--- src/hw/rtl/signature_intern_table_assert.svh ---
// Assertion macros used by the signature intern table RTL.
`ifndef SIGNATURE_INTERN_TABLE_ASSERT_SVH
`define SIGNATURE_INTERN_TABLE_ASSERT_SVH

// Same-cycle implication, checked out of reset.
`define SIT_ASSERT_NOW(label, clk, rst, ante, cons) \
   label: assert property (@(posedge clk) disable iff (rst) (ante) |-> (cons)) \
      else $error("signature intern table: assertion failed");

// Next-cycle implication, checked out of reset.
`define SIT_ASSERT_NEXT(label, clk, rst, ante, cons) \
   label: assert property (@(posedge clk) disable iff (rst) (ante) |=> (cons)) \
      else $error("signature intern table: assertion failed");

`endif

--- src/hw/rtl/sit_pkg.sv ---
`timescale 1ns / 1ps
package sit_pkg;

   localparam int SIG_ENTRIES = 256;
   localparam int MAX_ARGS    = 8;
   localparam int IDX_W       = $clog2(SIG_ENTRIES);
   localparam int CNT_W       = $clog2(SIG_ENTRIES + 1);
   localparam int LANES       = 8;
   localparam int HDR_W       = 13;
   localparam int ARGS_W      = 8 * LANES;

   typedef struct packed {
      logic [7:0] return_type;
      logic [3:0] param_count;
      logic       varargs;
      logic [7:0] arg_0;
      logic [7:0] arg_1;
      logic [7:0] arg_2;
      logic [7:0] arg_3;
      logic [7:0] arg_4;
      logic [7:0] arg_5;
      logic [7:0] arg_6;
      logic [7:0] arg_7;
   } sit_req_type;

   typedef struct packed {
      logic [7:0] sig_index;
      logic       table_full;
   } sit_rsp_type;

   // Normalized signature broadcast to every cell during a scan.
   typedef struct packed {
      logic [HDR_W-1:0]  header;
      logic [ARGS_W-1:0] args;
   } sit_query_type;

   // Scan token handed from cell to cell.
   typedef struct packed {
      logic             active;
      logic             done;
      logic             inserted;
      logic [IDX_W-1:0] index;
   } sit_token_type;

   function automatic logic [7:0] to_sig_index(input logic [IDX_W-1:0] idx);
      logic [IDX_W+7:0] wide;
      wide = {8'b0, idx};
      return wide[7:0];
   endfunction

endpackage

--- src/hw/rtl/sit_cell.sv ---
`timescale 1ns / 1ps
module sit_cell import sit_pkg::*; (
   input  logic                 clock,
   input  logic                 reset,
   input  logic [IDX_W-1:0]     cell_idx,
   input  logic [CNT_W-1:0]     entry_count,
   input  sit_query_type        query,
   input  sit_token_type        prev_tok,
   output sit_token_type        next_tok
);

   logic [HDR_W-1:0]  hdr_ff, hdr_in;
   logic [ARGS_W-1:0] args_ff, args_in;
   sit_token_type     tok_ff, tok_in;

   logic [CNT_W-1:0] idx_ext;
   logic             scan;
   logic             live;
   logic             at_free;
   logic             hit;

   always_comb begin
      idx_ext = CNT_W'(cell_idx);
      scan    = prev_tok.active && !prev_tok.done;
      live    = idx_ext < entry_count;
      at_free = idx_ext == entry_count;
      // stored args are already masked by their own count, so a header match
      // makes a plain compare exact
      hit     = live && (hdr_ff == query.header) && (args_ff == query.args);

      tok_in  = prev_tok;
      hdr_in  = hdr_ff;
      args_in = args_ff;
      if (scan && (hit || at_free)) begin
         tok_in.done  = 1'b1;
         tok_in.index = cell_idx;
      end
      if (scan && at_free) begin
         tok_in.inserted = 1'b1;
         hdr_in          = query.header;
         args_in         = query.args;
      end
   end

   always_ff @(posedge clock) begin
      if (reset) begin
         tok_ff.active <= 1'b0;
      end else begin
         tok_ff.active <= tok_in.active;
      end
      tok_ff.done     <= tok_in.done;
      tok_ff.inserted <= tok_in.inserted;
      tok_ff.index    <= tok_in.index;
      hdr_ff          <= hdr_in;
      args_ff         <= args_in;
   end

   assign next_tok = tok_ff;

endmodule

--- config.mk ---
export PLATFORM = sky130hd
export DESIGN_NAME = sit_cell
export DESIGN_NICKNAME = d
export VERILOG_FILES = /design/src/hw/rtl/signature_intern_table_assert.svh /design/src/hw/rtl/sit_pkg.sv /design/src/hw/rtl/sit_cell.sv
export SDC_FILE = /design/constraint.sdc
export NUM_CORES = 1
export LEC_CHECK = 0
export BUFFER_PORTS_ARGS = -buffer_cell sky130_fd_sc_hd__buf_2
export CAP_MARGIN = 20
export CORE_ASPECT_RATIO = 0.5
export CORE_MARGIN = 2
export CORE_UTILIZATION = 55
export DETAILED_ROUTE_END_ITERATION = 16
export PLACE_DENSITY = 0.85
export SLEW_MARGIN = 20
export SYNTH_ARGS = -nofsm -noshare
export SYNTH_HDL_FRONTEND = slang
export SYNTH_SLANG_ARGS = --single-unit
export TNS_END_PERCENT = 30
--- constraint.sdc ---
create_clock -name clock -period 12.31 [get_ports clock]
set_input_delay 2.462 -clock clock [delete_from_list [all_inputs] [get_ports clock]]
set_output_delay 2.462 -clock clock [all_outputs]
set_load 0.05 [all_outputs]
==> results of run 1 <==
## sequential cells by signal, summed over array words and instances, names as in the netlist
signal	cells
args_ff	64
hdr_ff	13
next_tok	11
## worst max path at each step
stage	to	slack, ns	depth (start not counted)	from
2_1_floorplan	next_tok[8]	3.44	5	entry_count[2]
3_3_place_gp	next_tok[1]	7.78	8	cell_idx[2]
3_5_place_dp	next_tok[4]	7.72	8	cell_idx[2]
4_1_cts	next_tok[6]	8.06	8	cell_idx[2]
5_1_grt	next_tok[6]	7.93	7	query[74]
6_report	next_tok[6]	8.07	8	cell_idx[2]
## stage by stage
step / instances / power, µW
6_report: 464 / 634
5_1_grt: 464 / 656
4_1_cts: 464 / 642
3_5_place_dp: 448 / 386
3_3_place_gp: 448 / 383
2_1_floorplan: 237 / 357
## worst reg2reg max path, cell delays in order (launching register included)
cell and delay (ns):
edfxtp_1 0.40, xnor2_1 0.15, nand4_1 0.12, nor4_1 0.44, nand4_1 0.25, o31ai_4 0.51, mux2_2 0.39
## placed cells by master (no fill, tap or decap), drive strengths merged
cell	count
nand4	13
nand3	1
o2111ai	1
or3	1
o221ai	1
buf	119
nand2b	1
o31ai	1
dfxtp	11
a221oi	1
a211oi	1
nand2	2
nor2b	3
nand4b	1
a21oi	1
nor4	10
edfxtp	77
clkinv	1
a21o	2
xnor2	44
clkbuf	14
o311a	1
a2111oi	1
nor3	1
nor2	1
bufinv	1
o22ai	1
xor2	29
mux2	8
ha	8
or2	2
inv	13
## final cells by class
type / instances / share of cell area
clock inverters: 2 / 0.00714
repair buffers: 119 / 0.127
flip-flops and latches: 88 / 0.535
well taps: 92 / 0.0243
multi-input cells: 136 / 0.245
inverters: 13 / 0.0103
clock buffers: 14 / 0.0515
## metal layers
metal / vias to the layer above / GRT usage
met5: - / 0
met4: 0 / 0.0799
met3: 12 / 0.0625
met2: 59 / 0.339
met1: 1139 / 0.244
li1: 1141 / -
## power by group through the flow
stage | sequential (µW) | clock (µW) | combinational, µW
floorplan | 340 | 0 | 17.1
global placement | 333 | 0 | 49.8
detailed placement | 333 | 0 | 52.5
CTS | 327 | 263 | 52.9
global route | 327 | 272 | 57.3
finish | 327 | 255 | 52.4
## logic make-up (layout without fill, tap and decap cells)
family	Yosys count	after routing	share of synthesized area
AND/OR/NAND/NOR	36	36	0.0583
buffers and inverters	13	148	0.0131
AO/OA/AOI/OAI	11	11	0.0285
adder cells (fa/ha/maj)	8	8	0.0268
multiplexers	8	8	0.0241
XOR/XNOR	73	73	0.171
flip-flops	88	88	0.678
==> metrics, run 1 <==
CTS Hold Bufs 0; worst r2r src hdr_ff[10]; Reg power frac 0.515; Synth area leaders edfxtp_1, xnor2_1, xor2_1; GP Congestion 0.759; Die X 121 µm; worst setup path class in -> reg; most frequent CP cell a21o_1; Post-Syn Area 3730 µm²; CTS Sinks 88; CP max-delay cell o31ai_4; Root Driver clkbuf_16; top sig layer met4; ys flop type edfxtp_1; antenna violations before repair 0; Synth top cells by count edfxtp_1, xnor2_1, xor2_1; Fin. Hold Viols 0; status complete, no violations; post-place setup slack 7.72 ns; Hold Path Class reg -> reg; Final Cycle Share 0.344; Syn Area/Cell 15.8 µm²; met3 wire length 392 µm; placed cell area 4460 µm²; number of synthesized flops with an enable pin 77; P_int 508 µW; vias per cell 5.07; Inserted Clock Buffers 9; delay-heaviest family, CP compound AO/OA/AOI/OAI gates; Data required, critical path 12.52 ns; # port buffers 117; post-synthesis register bit count 88; Worst R2R End next_tok[6]; multi-input combinational cell area 1160 µm²; metal2 WL 3750 µm; Seq/Total Area, Yosys 0.678; Yosys warning total 0; peak supply drop 0.105 mV; CP arrival 4.45 ns; clock latency on the worst-skew pair 0.33 ns; die height 62.3 µm; area growth from synthesis to layout 26.7%; switch share 0.199; Worst Hold Slack 1.04 ns; HPWL reported at the end of detailed placement 5610 µm; pwr dens 134 nW/µm²; clock skew 0.00654 ns; RSZ-0062 raised after global routing no; Nets 482; Worst Hold Launch args_ff[29]; largest net degree at the start of global routing 46; setup slack, reg-to-reg 9.93 ns; final wirelength 7170 µm; CTS H-Tree Depth 3; Core Region 6620 µm²; Sequential cell area 2530 µm²; syn_nets 352; Clock transition at path regs 0.06 ns; startpoint types input port; Yosys cell types 28; vias in the first global route 2,421; total gr overflow 0; number of post-CTS setup repair buffers 0; drt first pass iters 4; DR vias 2,351; clock share of power 0.402; fin worst setup slack 8.07 ns; combinational share of power 0.083; residual DRC count 0; CP Capture Type flip-flop; crit-path cells buf_2, ha_1, a21o_1, a21o_1, a211oi_1, o2111ai_1, o31ai_4, mux2_2; Crit Path Max Fanout 9; share of cells above drive strength 1 0.382; Slew HR 0.637; Initial Util 0.564; io pins 118; slowest stage delay, CP 0.45 ns; Syn Inst Count 237; Slew @ Worst Pin 0.544 ns; sw power 126 µW; LEAKAGE 0.00183 µW; Final min period 4.24 ns; async set-reset flop share out of synthesis 0; row count 21; Fin Setup TNS 0 ns; CTS tree yes; max-slew violations 0; Die ar. 7510 µm²; M1 WL 2920 µm; Yosys top cell area share 0.619; CTS resizes 0; Max clock buf depth 2; leading area contributor after synthesis edfxtp_1; setup violators final 0; Ant. Diodes 0; fmax 0.236 GHz; Buffers & Inverters on Critical Path 1; WHS Endpoint next_tok[7]; Total GRT Usage 0.201; Antenna Nets Post-Route 0; most frequent cell after synthesis edfxtp_1; number of DRC markers in iteration 0 213; reg2reg path depth 6; # fillers 454; final core utilization 0.715; Worst Hold Path Cells 6; Final Cell Area 4730 µm²; maxcap violations 0; first-pass GRT wire length 11,400 µm; per-cell routed wire length 15.5 µm
No activity file was read; power rests on OpenSTA's default activity.
==> inputs of run 2 (changes only) <==
Settings changed: CORE_UTILIZATION 55 to 46, PLACE_DENSITY 0.85 to 0.76.
Clock period 12.31 ns to 3.6 ns, I/O delays scaled along.
==> run 2 against run 1 <==
Non-clock buffer count unchanged. Combinational power increased to 3.4 times the previous value. Register-to-register slack got worse by 8.8 ns. Core utilization decreased by 11 points. Largest cell class unchanged. Critical endpoint is now next_tok[0]. Largest power group unchanged. Highest routed layer unchanged.
==> metrics, run 2 (synthesized netlist as in run 1, its figures left out) <==
Root Driver clkbuf_16; Final Cell Area 4770 µm²; antenna violations before repair 0; number of post-CTS setup repair buffers 0; Antenna Nets Post-Route 0; reg2reg path depth 6; startpoint types input port; Clock transition at path regs 0.06 ns; clock skew 0.00521 ns; peak supply drop 0.290 mV; WHS Endpoint next_tok[10]; CTS H-Tree Depth 3; Largest register FFs 64; most frequent cells in the layout buf_2, edfxtp_1, xnor2_1; Data required, critical path 3.81 ns; share of cells above drive strength 1 0.384; Max clock buf depth 2; Biggest register args_ff; most common cell after layout, fill and taps aside buf_2; largest net degree at the start of global routing 37; placed cell area 4510 µm²; DR vias 2,350; LEAKAGE 0.00184 µW; CP arrival 2.83 ns; CTS resizes 0; Inserted Clock Buffers 9; setup slack, reg-to-reg 1.15 ns; Final min period 2.61 ns; per-cell routed wire length 15.3 µm; number of DRC markers in iteration 0 124; Worst Hold Slack 0.545 ns; maxcap violations 0; Core Region 7940 µm²; Initial Util 0.470; total gr overflow 0; status complete, no violations; Placed Instances 468; area growth from synthesis to layout 27.6%; Slew HR 0.547; CTS Hold Bufs 0; io pins 118; residual DRC count 0; first-pass GRT wire length 11,500 µm; Worst Hold Launch reset; Fin. Hold Viols 0; die height 67.7 µm; row count 23; max-slew violations 0; pwr dens 444 nW/µm²; Final Non-Filler Cells 484; worst setup path class in -> reg; worst r2r src args_ff[44]; Ant. Diodes 0; CTS tree yes; final wirelength 7400 µm; Fin Setup TNS 0 ns; CTS Sinks 88; clock latency on the worst-skew pair 0.33 ns; Worst R2R End next_tok[0]; Nets 482; Die ar. 8900 µm²; post-place setup slack 0.659 ns; Worst Hold Path Cells 2; fin worst setup slack 0.988 ns; RSZ-0062 raised after global routing no; Final Cycle Share 0.726; Total GRT Usage 0.171; Die X 131 µm; Crit Path Max Fanout 9; CP Capture Type flip-flop; # port buffers 117; HPWL reported at the end of detailed placement 5830 µm; fmax 0.383 GHz; drt first pass iters 6; Slew @ Worst Pin 0.678 ns; vias per cell 4.86; setup violators final 0; Hold Path Class in -> reg; vias in the first global route 2,433; GP Congestion 0.795
==> run 2: cell types whose count changed in the layout (fill, tap and decap cells not counted) <==
cell / change
buf_12: +2
buf_4: -2
clkinv_2: +2
bufinv_16: -1
clkinv_1: -1
nor3_2: -1
nor3_4: +1
==> run 2: area by class of cell <==
| cell class | instances | area [µm²] |
|---|---|---|
| timing repair buffer | 119 | 626 |
| sequential | 88 | 2530 |
| clock inverter | 2 | 10.0 |
| multi-input combinational | 136 | 1160 |
| fill | 647 | 3180 |
| clock buffer | 14 | 244 |
| inverter | 13 | 48.8 |
| tap | 112 | 140 |
==> run 2: power breakdown <==
| part | internal, µW | leakage, µW | switching [µW] | total, µW |
|---|---|---|---|---|
| logic | 85.5 | 0.000929 | 93.2 | 179 |
| clock network | 467 | 0.000125 | 353 | 819 |
| registers | 1120 | 0.000785 | 1.83 | 1120 |
| total | 1670 | 0.00184 | 448 | 2120 |
==> run 2: how the worst max path moves through the flow <==
stage,startpoint,endpoint,slack [ns]
2_1_floorplan,entry_count[6],args_ff[0],0.03
5_1_grt,query[44],next_tok[1],0.82
4_1_cts,cell_idx[2],next_tok[0],0.99
6_report,cell_idx[2],next_tok[0],0.99
3_5_place_dp,cell_idx[2],next_tok[0],0.66
3_3_place_gp,cell_idx[2],next_tok[5],0.79
==> run 2: through the flow <==
step,power [µW],utilization
5_1_grt,2190,0.600
3_5_place_dp,1320,0.568
4_1_cts,2130,0.600
2_1_floorplan,1220,-
6_report,2120,0.600
3_3_place_gp,1310,0.568
==> run 2: routing by layer <==
| metal | routed length, µm | vias to the layer above | part of all wire | GRT usage |
|---|---|---|---|---|
| met4 | 119 | 0 | 0.016 | 0.0720 |
| met5 | 0 | - | 0 | 0 |
| met2 | 4010 | 60 | 0.54 | 0.317 |
| met3 | 294 | 9 | 0.040 | 0.0458 |
| met1 | 2980 | 1142 | 0.40 | 0.194 |
| li1 | - | 1139 | - | - |
==> run 2: worst max-delay path, stage by stage <==
cell       delay [ns]
buf_2            0.11
ha_1             0.30
a21o_1           0.16
a21o_1           0.17
a211oi_1         0.27
o2111ai_1        0.19
o31ai_4          0.50
mux2_2           0.40
==> inputs of run 3 (changes only) <==
Clock period 3.6 ns to 2.3 ns, I/O delays scaled along.
==> run 3 against run 2 <==
Clock skew barely moved. Critical path type is now reg -> reg. Final area rose by 5.6%. Largest cell class unchanged. Critical endpoint is now next_tok[3]. Final cell count rose by 1.4%. Non-clock buffer count rose by 7. First-iteration DRC count fell by 44%. Highest routed layer unchanged.
==> metrics, run 3 (synthesized netlist as in run 1, its figures left out) <==
status complete, no violations; Initial Util 0.470; startpoint types flip-flop; CP arrival 2.43 ns; share of cells above drive strength 1 0.441; final wirelength 7340 µm; drt first pass iters 4; row count 23; Die X 131 µm; Slew @ Worst Pin 0.420 ns; clock skew 0.00487 ns; Total GRT Usage 0.162; Final min period 2.22 ns; CP Capture Type flip-flop; Power Total 3600 µW; Final Non-Filler Cells 491; first-pass GRT wire length 11,100 µm; worst r2r src args_ff[37]; worst setup path class reg -> reg; Worst Hold Launch reset; vias in the first global route 2,415; Nets 489; number of DRC markers in iteration 0 70; CTS Sinks 88; antenna violations before repair 0; largest net degree at the start of global routing 34; die height 67.7 µm; maxcap violations 0; peak supply drop 0.406 mV; DR vias 2,352; Root Driver clkbuf_16; Ant. Diodes 0; Antenna Nets Post-Route 0; HPWL reported at the end of detailed placement 5680 µm; CTS Hold Bufs 0; area growth from synthesis to layout 34.8%; Fin. Hold Viols 0; # port buffers 117; Data required, critical path 2.51 ns; pwr dens 715 nW/µm²; Core Region 7940 µm²; clock latency on the worst-skew pair 0.33 ns; CTS tree yes; Inserted Clock Buffers 9; Die ar. 8900 µm²; per-cell routed wire length 15.0 µm; total gr overflow 0; Final Cycle Share 0.965; vias per cell 4.79; most frequent cells in the layout buf_2, edfxtp_1, xnor2_1; final core utilization 0.634; RSZ-0062 raised after global routing yes; Clock transition at path regs 0.06 ns; fmax 0.451 GHz; Largest register FFs 64; number of post-CTS setup repair buffers 0; worst setup path startpoint args_ff[37]; residual DRC count 0; Biggest register args_ff; io pins 118; LEAKAGE 0.00193 µW; GP Congestion 0.800; setup violators final 0; Slew HR 0.717; CTS H-Tree Depth 3; Placed Instances 475; setup slack, reg-to-reg 0.08 ns; Max clock buf depth 2; Crit Path Max Fanout 9; most common cell after layout, fill and taps aside buf_2; Hold Path Class in -> reg; max-slew violations 0
-- run 3: repair_timing --
| item | 4_1_cts | 5_1_grt |
|---|---|---|
| endpoints found under the setup margin | 3 | 8 |
| pin swaps | 0 | 2 |
| resized for setup | 1 | 6 |
| cloned | 0 | 0 |
-- run 3: per-stage QoR --
stage | hold slack (ns) | setup WS, ns | area, µm² | TNS, ns
3_5_place_dp | 0.619 | -0.188 | 4660 | -1.46
2_1_floorplan | 0.532 | -0.940 | 3810 | -73.23
6_report | 0.280 | 0.0806 | 5030 | 0
3_3_place_gp | 0.618 | -0.105 | 4660 | -0.834
5_1_grt | 0.262 | -0.0359 | 5030 | -0.232
4_1_cts | 0.270 | 0.0601 | 4990 | 0
-- run 3: layer usage --
layer | up-vias | global-route usage | share of wire
met4 | 0 | 0.0503 | 0.011
li1 | 1152 | - | -
met5 | - | 0 | 0
met2 | 60 | 0.302 | 0.53
met1 | 1131 | 0.182 | 0.42
met3 | 9 | 0.0548 | 0.040
-- run 3: power by group --
| group | leakage (µW) | internal (µW) | switching (µW) |
|---|---|---|---|
| registers | 0.000785 | 1750 | 2.85 |
| logic | 0.000981 | 144 | 156 |
| clock network | 0.000160 | 1000 | 546 |
| total | 0.00193 | 2890 | 704 |
-- run 3: path summary, 6_finish.rpt --
check | endpoint | cells past startpoint
worst max-delay path | next_tok[3] | 8
worst min register to register | next_tok[7] | 7
worst min-delay path | next_tok[10] | 2
worst max register to register | next_tok[3] | 8
-- run 3: area by class of cell --
type | count | area [µm²]
Multi-Input combinational cell | 136 | 1260
Tap cell | 112 | 140
Clock inverter | 1 | 30.0
Clock buffer | 15 | 300
Sequential cell | 88 | 2530
Inverter | 13 | 66.3
Fill cell | 627 | 2910
Timing Repair Buffer | 126 | 703
-- run 3: worst max-delay path, stage by stage (launching register included) --
cell and delay, ns:
edfxtp_1 0.43, xnor2_2 0.17, nand4_1 0.15, nor4_2 0.29, buf_4 0.16, o2111ai_2 0.13
o31ai_4 0.28, buf_12 0.16, mux2_2 0.33
